==> src/design/tcp_pkg.sv <==
`timescale 1ns / 1ps
// ----------------------------------------------------------------------------
// tcp_pkg: shared types and constants of the timestamp chunk placer
// Item layouts, configuration layout, result kinds and divider interface.
// ----------------------------------------------------------------------------
package tcp_pkg;

    localparam int STAMP_BITS = 48;
    localparam int BASE_W     = 64;   // internal base and offset arithmetic
    localparam int LEN_W      = 20;
    localparam int SPP_W      = 17;
    localparam int SPC_W      = 27;
    localparam int BPS_W      = 5;
    localparam int SLOT_W     = 23;
    localparam int OFF_W      = 27;
    localparam int CNT_W      = 2;

    localparam int CFG_IDX_W  = 2;
    localparam int CFG_DATA_W = 27;
    localparam logic [CFG_IDX_W-1:0] CFG_SPP = 2'd0;
    localparam logic [CFG_IDX_W-1:0] CFG_SPC = 2'd1;
    localparam logic [CFG_IDX_W-1:0] CFG_BPS = 2'd2;

    localparam logic [SPP_W-1:0] SPP_RESET = 17'd4096;
    localparam logic [SPC_W-1:0] SPC_RESET = 27'd1048576;
    localparam logic [BPS_W-1:0] BPS_RESET = 5'd10;

    localparam int DIV_W          = BASE_W;
    localparam int DIV_RADIX_BITS = 2;
    localparam int DIV_ITERS      = DIV_W / DIV_RADIX_BITS;
    localparam int DIV_CNT_W      = $clog2(DIV_ITERS);

    typedef enum logic [2:0] {
        KIND_PLACED     = 3'd0,
        KIND_FLUSH      = 3'd1,
        KIND_INVALID    = 3'd2,
        KIND_WRONG_SIZE = 3'd3,
        KIND_MISALIGNED = 3'd4,
        KIND_TOO_OLD    = 3'd5
    } t_kind;

    typedef struct packed {
        logic                  has_stamp;
        logic [STAMP_BITS-1:0] stamp;
        logic [LEN_W-1:0]      payload_bytes;
    } t_in_item;

    typedef struct packed {
        t_kind                 kind;
        logic [STAMP_BITS-1:0] chunk_base;
        logic [SLOT_W-1:0]     packet_slot;
        logic [OFF_W-1:0]      byte_offset;
        logic                  final_result;
    } t_out_item;

    typedef struct packed {
        logic [SPP_W-1:0] spp;
        logic [SPC_W-1:0] spc;
        logic [BPS_W-1:0] bps;
    } t_cfg;

    typedef struct packed {
        logic             start;
        logic [DIV_W-1:0] dividend;
        logic [SPC_W-1:0] divisor;
    } t_div_req;

    typedef struct packed {
        logic             done;
        logic [DIV_W-1:0] quotient;
        logic [SPC_W-1:0] remainder;
    } t_div_rsp;

endpackage

==> src/design/timestamp_chunk_placer.sv <==
`timescale 1ns / 1ps
// A placed item lands in a chunk of the window, moves the window on by one chunk, opens
// it as the first item, or skips ahead; the later cases add divisions or flushes.
// Invalid and wrong-size drops leave from the check, misaligned ones after the alignment
// division, too-old ones after the window lookup. Throughput: one item at a time, the next
// accepted once the last result leaves the core; up to 3 shared divisions per item.
// Reset clears the window, restores default configuration and empties the output.
// ----------------------------------------------------------------------------
// timestamp_chunk_placer: places packet descriptors into a two-chunk window
// Configuration registers, sequencer core and shared divider.
// ----------------------------------------------------------------------------
module timestamp_chunk_placer (
    input  logic                             i_clk,
    input  logic                             i_rst_n,
    input  logic                             i_cfg_we,
    input  logic [tcp_pkg::CFG_IDX_W-1:0]    i_cfg_index,
    input  logic [tcp_pkg::CFG_DATA_W-1:0]   i_cfg_data,
    input  logic                             i_in_valid,
    output logic                             o_in_stall,
    input  tcp_pkg::t_in_item                i_in_data,
    output logic                             o_out_valid,
    input  logic                             i_out_stall,
    output tcp_pkg::t_out_item               o_out_data
);

    tcp_pkg::t_cfg     r_cfg;
    tcp_pkg::t_div_req div_req;
    tcp_pkg::t_div_rsp div_rsp;

    always_ff @(posedge i_clk) begin
        if (!i_rst_n) begin
            r_cfg.spp <= tcp_pkg::SPP_RESET;
            r_cfg.spc <= tcp_pkg::SPC_RESET;
            r_cfg.bps <= tcp_pkg::BPS_RESET;
        end else if (i_cfg_we) begin
            case (i_cfg_index)
                tcp_pkg::CFG_SPP: r_cfg.spp <= i_cfg_data[tcp_pkg::SPP_W-1:0];
                tcp_pkg::CFG_SPC: r_cfg.spc <= i_cfg_data[tcp_pkg::SPC_W-1:0];
                tcp_pkg::CFG_BPS: r_cfg.bps <= i_cfg_data[tcp_pkg::BPS_W-1:0];
                default: begin
                    r_cfg <= r_cfg;
                end
            endcase
        end
    end

    tcp_core u_core (
        .i_clk       (i_clk),
        .i_rst_n     (i_rst_n),
        .i_cfg       (r_cfg),
        .i_in_valid  (i_in_valid),
        .o_in_stall  (o_in_stall),
        .i_in_data   (i_in_data),
        .o_out_valid (o_out_valid),
        .i_out_stall (i_out_stall),
        .o_out_data  (o_out_data),
        .o_div_req   (div_req),
        .i_div_rsp   (div_rsp)
    );

    tcp_div u_div (
        .i_clk   (i_clk),
        .i_rst_n (i_rst_n),
        .i_req   (div_req),
        .o_rsp   (div_rsp)
    );

endmodule

==> src/design/tcp_div.sv <==
`timescale 1ns / 1ps
// ----------------------------------------------------------------------------
// tcp_div: shared iterative divider
// Restoring division, two quotient bits per cycle; done pulses for one cycle.
// ----------------------------------------------------------------------------
module tcp_div (
    input  logic              i_clk,
    input  logic              i_rst_n,
    input  tcp_pkg::t_div_req i_req,
    output tcp_pkg::t_div_rsp o_rsp
);

    logic                          r_busy;
    logic                          r_done;
    logic [tcp_pkg::DIV_CNT_W-1:0] r_cnt;
    logic [tcp_pkg::DIV_W-1:0]     r_q;
    logic [tcp_pkg::SPC_W-1:0]     r_rem;
    logic [tcp_pkg::SPC_W-1:0]     r_d;

    logic [tcp_pkg::DIV_W-1:0]     n_q;
    logic [tcp_pkg::SPC_W-1:0]     n_rem;

    // dividend bits shift out of the top of r_q while quotient bits enter below
    always_comb begin
        logic [tcp_pkg::SPC_W:0] trial;
        n_q   = r_q;
        n_rem = r_rem;
        for (int i = 0; i < tcp_pkg::DIV_RADIX_BITS; i++) begin
            trial = {n_rem, n_q[tcp_pkg::DIV_W-1]};
            n_q   = {n_q[tcp_pkg::DIV_W-2:0], 1'b0};
            if (trial >= {1'b0, r_d}) begin
                trial  = trial - {1'b0, r_d};
                n_q[0] = 1'b1;
            end
            n_rem = trial[tcp_pkg::SPC_W-1:0];
        end
    end

    always_ff @(posedge i_clk) begin
        if (!i_rst_n) begin
            r_busy <= 1'b0;
            r_done <= 1'b0;
            r_cnt  <= '0;
        end else begin
            r_done <= 1'b0;
            if (i_req.start) begin
                r_busy <= 1'b1;
                r_cnt  <= '0;
                r_q    <= i_req.dividend;
                r_rem  <= '0;
                r_d    <= i_req.divisor;
            end else if (r_busy) begin
                r_q   <= n_q;
                r_rem <= n_rem;
                r_cnt <= r_cnt + 1'b1;
                if (r_cnt == tcp_pkg::DIV_CNT_W'(tcp_pkg::DIV_ITERS - 1)) begin
                    r_busy <= 1'b0;
                    r_done <= 1'b1;
                end
            end
        end
    end

    assign o_rsp.done      = r_done;
    assign o_rsp.quotient  = r_q;
    assign o_rsp.remainder = r_rem;

    a_no_restart: assert property (@(posedge i_clk) disable iff (!i_rst_n)
        i_req.start |-> !r_busy) else $error("divider started while busy");
    a_done_idle: assert property (@(posedge i_clk) disable iff (!i_rst_n)
        r_done |-> !r_busy) else $error("divider done while still busy");
    a_done_after_busy: assert property (@(posedge i_clk) disable iff (!i_rst_n)
        r_done |-> $past(r_busy)) else $error("divider done without a run");

endmodule

==> src/design/tcp_core.sv <==
`timescale 1ns / 1ps
// ----------------------------------------------------------------------------
// tcp_core: sequencer and window state of the chunk placer
// Checks one descriptor, drives the shared divider and emits result items.
// ----------------------------------------------------------------------------
module tcp_core (
    input  logic               i_clk,
    input  logic               i_rst_n,
    input  tcp_pkg::t_cfg      i_cfg,
    input  logic               i_in_valid,
    output logic               o_in_stall,
    input  tcp_pkg::t_in_item  i_in_data,
    output logic               o_out_valid,
    input  logic               i_out_stall,
    output tcp_pkg::t_out_item o_out_data,
    output tcp_pkg::t_div_req  o_div_req,
    input  tcp_pkg::t_div_rsp  i_div_rsp
);

    typedef enum logic [3:0] {
        S_IDLE,
        S_CHECK,
        S_FIRST_WAIT,
        S_PREP,
        S_MOD_WAIT,
        S_LOC_OLD,
        S_LOC_NEW,
        S_JUMP,
        S_JUMP_WAIT,
        S_FLUSH,
        S_SLOT,
        S_SLOT_WAIT,
        S_EMIT
    } t_state;

    localparam int BW = tcp_pkg::BASE_W;
    localparam int SB = tcp_pkg::STAMP_BITS;

    t_state                         r_state, n_state;
    logic                           r_has, n_has;
    logic [SB-1:0]                  r_stamp, n_stamp;
    logic [tcp_pkg::LEN_W-1:0]      r_len, n_len;
    logic                           r_started, n_started;
    logic [SB-1:0]                  r_first, n_first;
    logic [tcp_pkg::CNT_W-1:0]      r_count, n_count;
    logic [BW-1:0]                  r_oldest, n_oldest;
    logic [BW-1:0]                  r_newest, n_newest;
    logic [BW-1:0]                  r_start, n_start;
    logic [BW-1:0]                  r_base, n_base;
    logic                           r_maxact, n_maxact;
    logic [tcp_pkg::OFF_W-1:0]      r_off, n_off;
    tcp_pkg::t_out_item             r_res, n_res;
    logic                           r_out_valid, n_out_valid;
    tcp_pkg::t_out_item             r_out, n_out;

    logic                           in_accept;
    logic                           out_free;
    logic [BW-1:0]                  stamp64;
    logic [tcp_pkg::SPC_W-1:0]      spc_eff;
    logic [BW-1:0]                  spc64;
    logic [SB-1:0]                  diff;
    logic [BW-1:0]                  sidx;
    logic [BW-1:0]                  old_end;
    logic [BW-1:0]                  new_end;
    logic [BW-1:0]                  jump_end;
    logic [tcp_pkg::OFF_W+tcp_pkg::BPS_W-1:0] off_prod;
    logic [tcp_pkg::LEN_W-1:0]      pkt_bytes;

    function automatic tcp_pkg::t_out_item drop_item(input tcp_pkg::t_kind kind);
        tcp_pkg::t_out_item it;
        it              = '0;
        it.kind         = kind;
        it.final_result = 1'b1;
        return it;
    endfunction

    assign in_accept = i_in_valid && !o_in_stall;
    assign out_free  = !r_out_valid || !i_out_stall;

    assign stamp64     = BW'(r_stamp);
    assign spc_eff     = (i_cfg.spc == '0) ? tcp_pkg::SPC_W'(i_cfg.spp) : i_cfg.spc;
    assign spc64       = BW'(spc_eff);
    assign pkt_bytes   = tcp_pkg::LEN_W'(i_cfg.spp[tcp_pkg::SPP_W-1:3] * i_cfg.bps);
    assign diff        = (r_stamp >= r_first) ? r_stamp - r_first : r_first - r_stamp;
    assign sidx        = stamp64 - r_base;   // wraps like the 64-bit datapath
    assign old_end     = r_oldest + spc64;
    assign new_end     = r_newest + spc64;
    assign jump_end    = r_start + spc64;
    assign off_prod    = sidx[tcp_pkg::OFF_W+2:3] * i_cfg.bps;

    // divider operands by issuing state
    always_comb begin
        o_div_req = '0;
        case (r_state)
            S_CHECK: begin
                o_div_req.dividend = stamp64;
                o_div_req.divisor  = spc_eff;
                o_div_req.start    = r_has && (r_len != '0) && (r_len == pkt_bytes)
                                     && (i_cfg.spp != '0) && !r_started;
            end
            S_PREP: begin
                o_div_req.start    = 1'b1;
                o_div_req.dividend = BW'(diff);
                o_div_req.divisor  = tcp_pkg::SPC_W'(i_cfg.spp);
            end
            S_JUMP: begin
                o_div_req.start    = (stamp64 >= jump_end);
                o_div_req.dividend = stamp64 - r_start;
                o_div_req.divisor  = spc_eff;
            end
            S_SLOT: begin
                o_div_req.start    = 1'b1;
                o_div_req.dividend = sidx;
                o_div_req.divisor  = tcp_pkg::SPC_W'(i_cfg.spp);
            end
            default: begin
                o_div_req = '0;
            end
        endcase
    end

    always_comb begin
        n_state     = r_state;
        n_has       = r_has;
        n_stamp     = r_stamp;
        n_len       = r_len;
        n_started   = r_started;
        n_first     = r_first;
        n_count     = r_count;
        n_oldest    = r_oldest;
        n_newest    = r_newest;
        n_start     = r_start;
        n_base      = r_base;
        n_maxact    = r_maxact;
        n_off       = r_off;
        n_res       = r_res;
        n_out_valid = r_out_valid && i_out_stall;
        n_out       = r_out;

        case (r_state)
            S_IDLE: begin
                if (in_accept) begin
                    n_has   = i_in_data.has_stamp;
                    n_stamp = i_in_data.stamp;
                    n_len   = i_in_data.payload_bytes;
                    n_state = S_CHECK;
                end
            end
            S_CHECK: begin
                if (!r_has || r_len == '0) begin
                    n_res   = drop_item(tcp_pkg::KIND_INVALID);
                    n_state = S_EMIT;
                end else if (r_len != pkt_bytes || i_cfg.spp == '0) begin
                    n_res   = drop_item(tcp_pkg::KIND_WRONG_SIZE);
                    n_state = S_EMIT;
                end else if (!r_started) begin
                    n_state = S_FIRST_WAIT;
                end else begin
                    n_state = S_PREP;
                end
            end
            S_FIRST_WAIT: begin
                if (i_div_rsp.done) begin
                    // stamp rounded down to a chunk boundary
                    n_first   = r_stamp - SB'(i_div_rsp.remainder);
                    n_started = 1'b1;
                    n_count   = 2'd1;
                    n_oldest  = BW'(r_stamp - SB'(i_div_rsp.remainder));
                    n_newest  = BW'(r_stamp - SB'(i_div_rsp.remainder));
                    n_state   = S_PREP;
                end
            end
            S_PREP: begin
                if (r_count == '0) begin
                    n_count  = 2'd1;
                    n_newest = r_oldest;
                end
                n_state = S_MOD_WAIT;
            end
            S_MOD_WAIT: begin
                if (i_div_rsp.done) begin
                    if (i_div_rsp.remainder != '0) begin
                        n_res   = drop_item(tcp_pkg::KIND_MISALIGNED);
                        n_state = S_EMIT;
                    end else begin
                        n_state = S_LOC_OLD;
                    end
                end
            end
            S_LOC_OLD: begin
                if (stamp64 >= r_oldest && stamp64 < old_end) begin
                    n_base  = r_oldest;
                    n_state = S_SLOT;
                end else begin
                    n_state = S_LOC_NEW;
                end
            end
            S_LOC_NEW: begin
                if (r_count >= 2'd2 && stamp64 >= r_newest && stamp64 < new_end) begin
                    n_base  = r_newest;
                    n_state = S_SLOT;
                end else if (stamp64 < r_oldest) begin
                    n_res   = drop_item(tcp_pkg::KIND_TOO_OLD);
                    n_state = S_EMIT;
                end else begin
                    n_start = new_end;
                    n_state = S_JUMP;
                end
            end
            S_JUMP: begin
                // a jump past the next chunk empties the window
                if (stamp64 >= jump_end) begin
                    n_maxact = 1'b0;
                    n_state  = S_JUMP_WAIT;
                end else begin
                    n_maxact = 1'b1;
                    n_state  = S_FLUSH;
                end
            end
            S_JUMP_WAIT: begin
                if (i_div_rsp.done) begin
                    n_start = stamp64 - BW'(i_div_rsp.remainder);
                    n_state = S_FLUSH;
                end
            end
            S_FLUSH: begin
                if (r_count > {1'b0, r_maxact}) begin
                    if (out_free) begin
                        n_out_valid = 1'b1;
                        n_out       = '0;
                        n_out.kind  = tcp_pkg::KIND_FLUSH;
                        n_out.chunk_base = r_oldest[SB-1:0];
                        n_oldest    = r_newest;
                        n_count     = r_count - 1'b1;
                    end
                end else begin
                    if (r_count == '0) begin
                        n_oldest = r_start;
                        n_newest = r_start;
                        n_count  = 2'd1;
                    end else begin
                        n_newest = r_start;
                        n_count  = 2'd2;
                    end
                    n_base  = r_start;
                    n_state = S_SLOT;
                end
            end
            S_SLOT: begin
                n_off   = off_prod[tcp_pkg::OFF_W-1:0];
                n_state = S_SLOT_WAIT;
            end
            S_SLOT_WAIT: begin
                if (i_div_rsp.done) begin
                    n_res.kind         = tcp_pkg::KIND_PLACED;
                    n_res.chunk_base   = r_base[SB-1:0];
                    n_res.packet_slot  = i_div_rsp.quotient[tcp_pkg::SLOT_W-1:0];
                    n_res.byte_offset  = r_off;
                    n_res.final_result = 1'b1;
                    n_state            = S_EMIT;
                end
            end
            S_EMIT: begin
                if (out_free) begin
                    n_out_valid = 1'b1;
                    n_out       = r_res;
                    n_state     = S_IDLE;
                end
            end
            default: begin
                n_state = S_IDLE;
            end
        endcase
    end

    always_ff @(posedge i_clk) begin
        if (!i_rst_n) begin
            r_state     <= S_IDLE;
            r_started   <= 1'b0;
            r_count     <= '0;
            r_first     <= '0;
            r_oldest    <= '0;
            r_newest    <= '0;
            r_out_valid <= 1'b0;
        end else begin
            r_state     <= n_state;
            r_started   <= n_started;
            r_count     <= n_count;
            r_first     <= n_first;
            r_oldest    <= n_oldest;
            r_newest    <= n_newest;
            r_out_valid <= n_out_valid;
        end
        r_has    <= n_has;
        r_stamp  <= n_stamp;
        r_len    <= n_len;
        r_start  <= n_start;
        r_base   <= n_base;
        r_maxact <= n_maxact;
        r_off    <= n_off;
        r_res    <= n_res;
        r_out    <= n_out;
    end

    assign o_in_stall  = (r_state != S_IDLE);
    assign o_out_valid = r_out_valid;
    assign o_out_data  = r_out;

    a_count_before_start: assert property (@(posedge i_clk) disable iff (!i_rst_n)
        !r_started |-> r_count == '0) else $error("window open before first item");
    a_count_idle: assert property (@(posedge i_clk) disable iff (!i_rst_n)
        (r_state == S_IDLE && r_started) |-> (r_count == 2'd1 || r_count == 2'd2))
        else $error("window size out of range between items");
    a_flush_not_final: assert property (@(posedge i_clk) disable iff (!i_rst_n)
        (r_out_valid && r_out.kind == tcp_pkg::KIND_FLUSH) |-> !r_out.final_result)
        else $error("flush item marked final");
    a_div_wait: assert property (@(posedge i_clk) disable iff (!i_rst_n)
        o_div_req.start |=> (r_state == S_FIRST_WAIT || r_state == S_MOD_WAIT ||
                             r_state == S_JUMP_WAIT || r_state == S_SLOT_WAIT))
        else $error("division issued without waiting for it");

endmodule

==> config.mk <==
export PLATFORM = sky130hd
export DESIGN_NAME = timestamp_chunk_placer
export DESIGN_NICKNAME = d
export VERILOG_FILES = /design/src/design/tcp_pkg.sv /design/src/design/timestamp_chunk_placer.sv /design/src/design/tcp_div.sv /design/src/design/tcp_core.sv
export SDC_FILE = /design/constraint.sdc
export NUM_CORES = 2
export LEC_CHECK = 0
export ABC_CLOCK_PERIOD_IN_PS = 17330
export BUFFER_PORTS_ARGS = -buffer_cell sky130_fd_sc_hd__buf_4
export CAP_MARGIN = 20
export CORE_UTILIZATION = 25
export DETAILED_ROUTE_END_ITERATION = 10
export PLACE_DENSITY = 0.36
export SETUP_SLACK_MARGIN = 0.2
export SLEW_MARGIN = 20
export SYNTH_ARGS = -nofsm -noshare
export SYNTH_HDL_FRONTEND = slang
export SYNTH_SLANG_ARGS = --single-unit
==> constraint.sdc <==
create_clock -name i_clk -period 17.33 [get_ports i_clk]
set_input_delay 3.466 -clock i_clk [delete_from_list [all_inputs] [get_ports i_clk]]
set_output_delay 3.466 -clock i_clk [all_outputs]
set_load 0.02 [all_outputs]
# Word level (Yosys, flattened, before mapping)
# Index checks and enable logic that the tools add are counted.
# op_classes
n_mux	66
reduce_logical	51
n_mul	2
add_sub_neg	13
bitwise	2
magnitude_cmp	11
n_eq_ne	36
# ops
op	n
two-way mux 102 bit	10
two-way mux 64 bit	12
one-hot mux 102 bit (4 select lines)	1
one-hot mux 64 bit (3 select lines)	2
one-hot mux 92 bit (4 select lines)	1
one-hot mux 64 bit (2 select lines)	2
one-hot mux 102 bit (2 select lines)	1
adder 64 x 27 -> 64 bit	3
>= comparator 48 x 64 -> 1 bit	3
< comparator 48 x 64 -> 1 bit	3
subtractor 48 x 64 -> 64 bit	2
two-way mux 27 bit	4
subtractor 48 bit	2
>= comparator 28 x 27 -> 1 bit	2
subtractor 27 bit	2
two-way mux 4 bit	13
one-hot mux 4 bit (13 select lines)	1
subtractor 48 x 27 -> 49 bit	1
>= comparator 48 bit	1
two-way mux 48 bit	1
subtractor 48 x 27 -> 48 bit	1
zero test 27 bit	1
multiplier 27 x 5 -> 27 bit	1
nonzero test 27 bit	1
other kinds (40)	110
# word_totals
ff_bits	787
word_cells	214
in_bits	103
output_inout_bits	104

# Logic depth before layout (Yosys ltp)
# depth
word_depth	8
depth_mapped	32
depth_no_buf	30

# By module
# A second synthesis with hierarchy kept.
# unflattened
hier_cells	7526
area_unflattened_um2	66239.8
# by_module_without_submodules
mod	seq_area_each_um2	area_per_inst_um2	cells_each	n_inst
tcp_core	16535.9	56057.5	6575	1
tcp_div	3683.5	8260.4	755	1
timestamp_chunk_placer	980.9	1921.8	196	1

# Worst setup path after synthesis
# OpenSTA, ideal clock, no wires.
# synth_path
path_kind	register to register
from	register r_cfg[31] (netlist name)
to	register u_core.r_res[100] (netlist name) (enable)
setup_time_ns	0.705
stages_incl_launch_ff	30
slack_ns	4.139
arrival_time_ns	12.486
path_buffers	1
synth_period_minus_slack_ns	13.191
required_time_ns	16.625
cell_sequence	dfxtp_1 > nor4_1 > nand4_1 > nor2_1 > clkbuf_1 > a21o_1 > ha_1 > a21oi_1 > nor2_1 > a211oi_1 > a21boi_0 > a41oi_1 > nor2b_1 > o21ai_0 > nand2b_1 > a31oi_1 > xor2_1 > ha_1 > a21o_1 > a21o_1 > a21oi_1 > o21ai_0 > inv_1 > o2111a_1 > nor3_1 > o21ai_0 > nor4_1 > nor2_1 > o21ai_0 > nor3b_1
# synth_between
elab_chain_cells	7
# synth_lines
element	line	rtl
start: declaration	timestamp_chunk_placer.sv:26	tcp_pkg::t_cfg r_cfg;
start signal: assignment	timestamp_chunk_placer.sv:41	r_cfg <= r_cfg;
zero test 27 bit	tcp_core.sv:81	assign spc_eff = (i_cfg.spc == '0) ? tcp_pkg::SPC_W'(i_cfg.spp) : i_cfg.spc;
two-way mux 27 bit (*)	tcp_core.sv:81	
adder 64 x 27 -> 64 bit (*)	tcp_core.sv:87	assign new_end = r_newest + spc64;
< comparator 48 x 64 -> 1 bit (*)	tcp_core.sv:199	if (r_count >= 2'd2 && stamp64 >= r_newest && stamp64 < new_end) begin
logical AND 1 bit (*)	tcp_core.sv:199	
inequality test 2 bit (no source line) (*)	--	
AND reduction 7 bit (no source line) (*)	--	
end signal: assignment	tcp_core.sv:301	r_res <= n_res;
end: declaration	tcp_core.sv:52	tcp_pkg::t_out_item r_res, n_res;
# Every way passes the cells marked *; elsewhere a longest branch is shown, timed or not.
# A chain may end at the register's enable or synchronous reset.

# Worst setup path in the final report
# layout_path
from	register r_cfg[24] (netlist name)
to	register u_core.r_res[48] (netlist name) (enable)
# The elaborated chain is that of the path after synthesis.

==> impl_metrics.ini <==
[yosys]
synth_area_um2 = 66600
ys_ff_latch = 786
synth_top_area_share_pct = 24.6
synthArstFlopShare_pct = 0
yosysWarningCount = 0
seq_area_frac_synth_pct = 31.8
synthCells = 7642
synth_top_area_cell = edfxtp_1
syn-num-nets = 8511
synthFlopType = edfxtp_1
synth_area_leaders = edfxtp_1 (25%), ha_1 (12%), dfxtp_1 (7.2%), a21oi_1 (4.6%), nand2_1 (4.2%)
synth_cell_types = 112
syn_avg_cell_area_um2 = 8.72
synth_enable_flop_cells = 546

[sta]
worstMarginPinSlew_ns = 1.36
finalSetupTns_ns = 0
setup_viol = 0
slew_headroom_pct = 8.67
rsz0062_at_grt = false
skew_ns = 0.0666
timing.fmax_mhz = 103
fin_crit_sh_pct = 55.9
finalHoldViolations = 0
slew_violations = 0
period_minus_slack_ns = 9.68

[grt]
grt_pass1_wl_mm = 436
grtUsageTotal_pct = 22.2
grt_pass1_vias = 59100
antenna_found_initial = 11
grt.overflow.total = 0
grt_max_degree = 143

[placed_design]
dp_hpwl_mm = 241
gp_congestion = 0.912
io_buffers = 206
placed_cells = 11100

[die]
start_util_pct = 25.1
ioPinCount = 207
core_area_um2 = 265000
fp.dieArea_um2 = 269000
die_h_um = 518
fp.dieW_um = 518
row_count = 189

[layout]
drive_gt1_share_pct = 8.84
fin_cells = 11400
mostFrequentLayoutCell = nand2_1
nFillCells = 28100
layout_common_cells = nand2_1 (741), ha_1 (652), a21oi_1 (616)
nets = 8594
syn2layout_area_growth_pct = 14.1

[routing]
drtIter0Drc = 5507
viasPerCell = 5.31
drt-total-wl_mm = 306
drt-wirelength-per-cell_um = 27.0
antenna_left = 0
drt_pre_antenna_iters = 11
num_vias = 60300
drc = 64

[critical_path]
reg2reg_to = u_core.r_res[48]
worstReg2RegStart = r_cfg[24]
worstRegToRegCells = 32
critPathLaunchType = flop
reg2reg_slack_ns = 7.65
end_kind = flop
crit_slowest_cell = nor4_1
critical_path.max_fanout = 51
worst_ep_arrival_time_ns = 10.07
max_stage_delay_ns = 0.74
crit_type = flop to flop
crit_required_ns = 17.72

[cts]
clk_path_buf_depth = 3
cts_setup_buffers = 0
cts_resized = 0
cts_tree = yes
root_buffer = clkbuf_16
clk_pin_slew_ns = 0.06
h-tree-depth = 3
cts.sinks = 786
insertion_delay_ns = 0.81
hold_buffers = 0
numCtsBuffers = 107

[pwr]
clkPwrFrac_pct = 21.2
power_leakage_nw = 29.8
powerDensity_nw_per_um2 = 142
p_int_mw = 5.93
switchingPower_mw = 4.90
netSwitchingFraction_pct = 45.3
ir_worst_vdd_uv = 136
pwr-share-seq_pct = 24.7
p_comb_share_pct = 54.1

[worst_hold_path]
min_from = r_cfg[46]
min_path_type = flop to flop
holdPathStages = 2
min_to = r_cfg[46]

[run_status]
violations = DRC
status = finished with violations

[run]
cap_violations = 0
critical path: cells and delay by family, from the launching register on:
kind                       cells  cell delay [ns]
buffers and inverters          4             1.66
AOI/OAI and AO/OA             13             3.38
adders and majority gates      2             0.55
xor gates and xnor gates       1             0.10
DFF                            1             0.42
and+or+nand+nor               12             2.96
kinds of logic after synthesis:
kind of cell,count (synthesis),share of synthesized area (%)
flops,786,31.8
fa+ha+maj,766,15.7
simple gates,2390,17.5
xor+xnor,418,5.51
mux,126,1.96
buf+inv,905,5.29
compound gates,2251,22.2
layer usage:
layer	part of all wire (%)	vias to the layer above	global-route usage, %
met4	2.6	4	5.92
met2	44	1791	34.4
met1	49	30000	32.4
met3	4.7	291	2.02
met5	0.0088	-	0
li1	-	28200	-
synthesized netlist by cell type (50+ instances only):
cell      count
nand2_1     745
ha_1        652
a21oi_1     618
edfxtp_1    546
inv_1       519
nor2_1      466
o21ai_0     436
clkbuf_1    329
and2_1      307
xnor2_1     300
a21o_1      258
dfxtp_1     240
nor3_1      179
nand3_1     169
nand4_1     128
a211oi_1    124
xor2_1      117
fa_1        114
mux2i_1      89
o211ai_1     81
a31oi_1      77
nor4_1       66
a221oi_1     65
nand2b_1     64
o21a_1       62
o21bai_1     62
o221ai_1     58
nor2b_1      52
a22oi_1      51
and3_1       50
worst max-delay path by stage:
| stage | from | end | slack (ns) | cells past startpoint |
|---|---|---|---|---|
| 3_3_place_gp | r_cfg[24] | u_div.r_q[28] | 7.15 | 29 |
| 4_1_cts | r_cfg[24] | u_div.r_q[28] | 7.08 | 29 |
| 6_report | r_cfg[24] | u_core.r_res[48] | 7.65 | 32 |
| 3_5_place_dp | r_cfg[24] | u_div.r_q[27] | 7.11 | 29 |
| 2_1_floorplan | r_cfg[31] | u_core.r_res[100] | 4.14 | 29 |
| 5_1_grt | r_cfg[24] | u_core.r_res[48] | 6.81 | 28 |
power by group through the flow:
stage	Sequential [mW]	Clock (mW)	Combinational [mW]
2_1_floorplan	2.67	0	3.89
3_3_place_gp	2.71	0	5.84
3_5_place_dp	2.71	0	5.85
4_1_cts	2.67	2.37	5.88
5_1_grt	2.70	2.42	6.47
6_report	2.68	2.30	5.86
per-stage QoR:
| step | total power [mW] | util, % | instance area [um2] | hold slack, ns | setup slack, ns |
|---|---|---|---|---|---|
| detailed placement | 8.55 | 27.3 | 72500 | 0.448 | 7.11 |
| finish | 10.8 | 28.7 | 76000 | 0.460 | 7.65 |
| global route | 11.6 | 28.7 | 76000 | 0.491 | 6.81 |
| floorplan | 6.56 | - | 66600 | 0.443 | 4.14 |
| CTS | 10.9 | 28.7 | 76000 | 0.456 | 7.08 |
| global placement | 8.55 | 27.3 | 72400 | 0.447 | 7.15 |
sequential cells by signal, summed over array words and instances, names as in the netlist, 2 cells and up:
| name | flops |
|---|---|
| u_div.r_rem | 27 |
| u_div.r_q | 64 |
| u_div.r_cnt | 5 |
| u_core.o_out_data | 102 |
| u_div.r_d | 27 |
| u_core.r_first | 48 |
| r_cfg | 49 |
| u_core.r_newest | 64 |
| u_core.r_base | 64 |
| u_core.r_res | 101 |
| u_core.r_len | 20 |
| u_core.r_off | 27 |
| u_core.r_state | 4 |
| u_core.r_oldest | 64 |
| u_core.r_start | 64 |
| u_core.r_count | 2 |
| u_core.r_stamp | 48 |
area by class of cell:
type / instances / area, um2 / share of cell area (%)
timing repair buffer: 354 / 2710 / 3.56
antenna: 6 / 15.0 / 0.0197
sequential: 786 / 21200 / 27.9
inverter: 525 / 1980 / 2.60
clock buffer: 138 / 2910 / 3.82
tap: 3533 / 4420 / 5.81
multi-input combinational: 5951 / 42200 / 55.5
clock inverter: 60 / 614 / 0.808
Note: power is estimated with default switching activity, not from simulation.
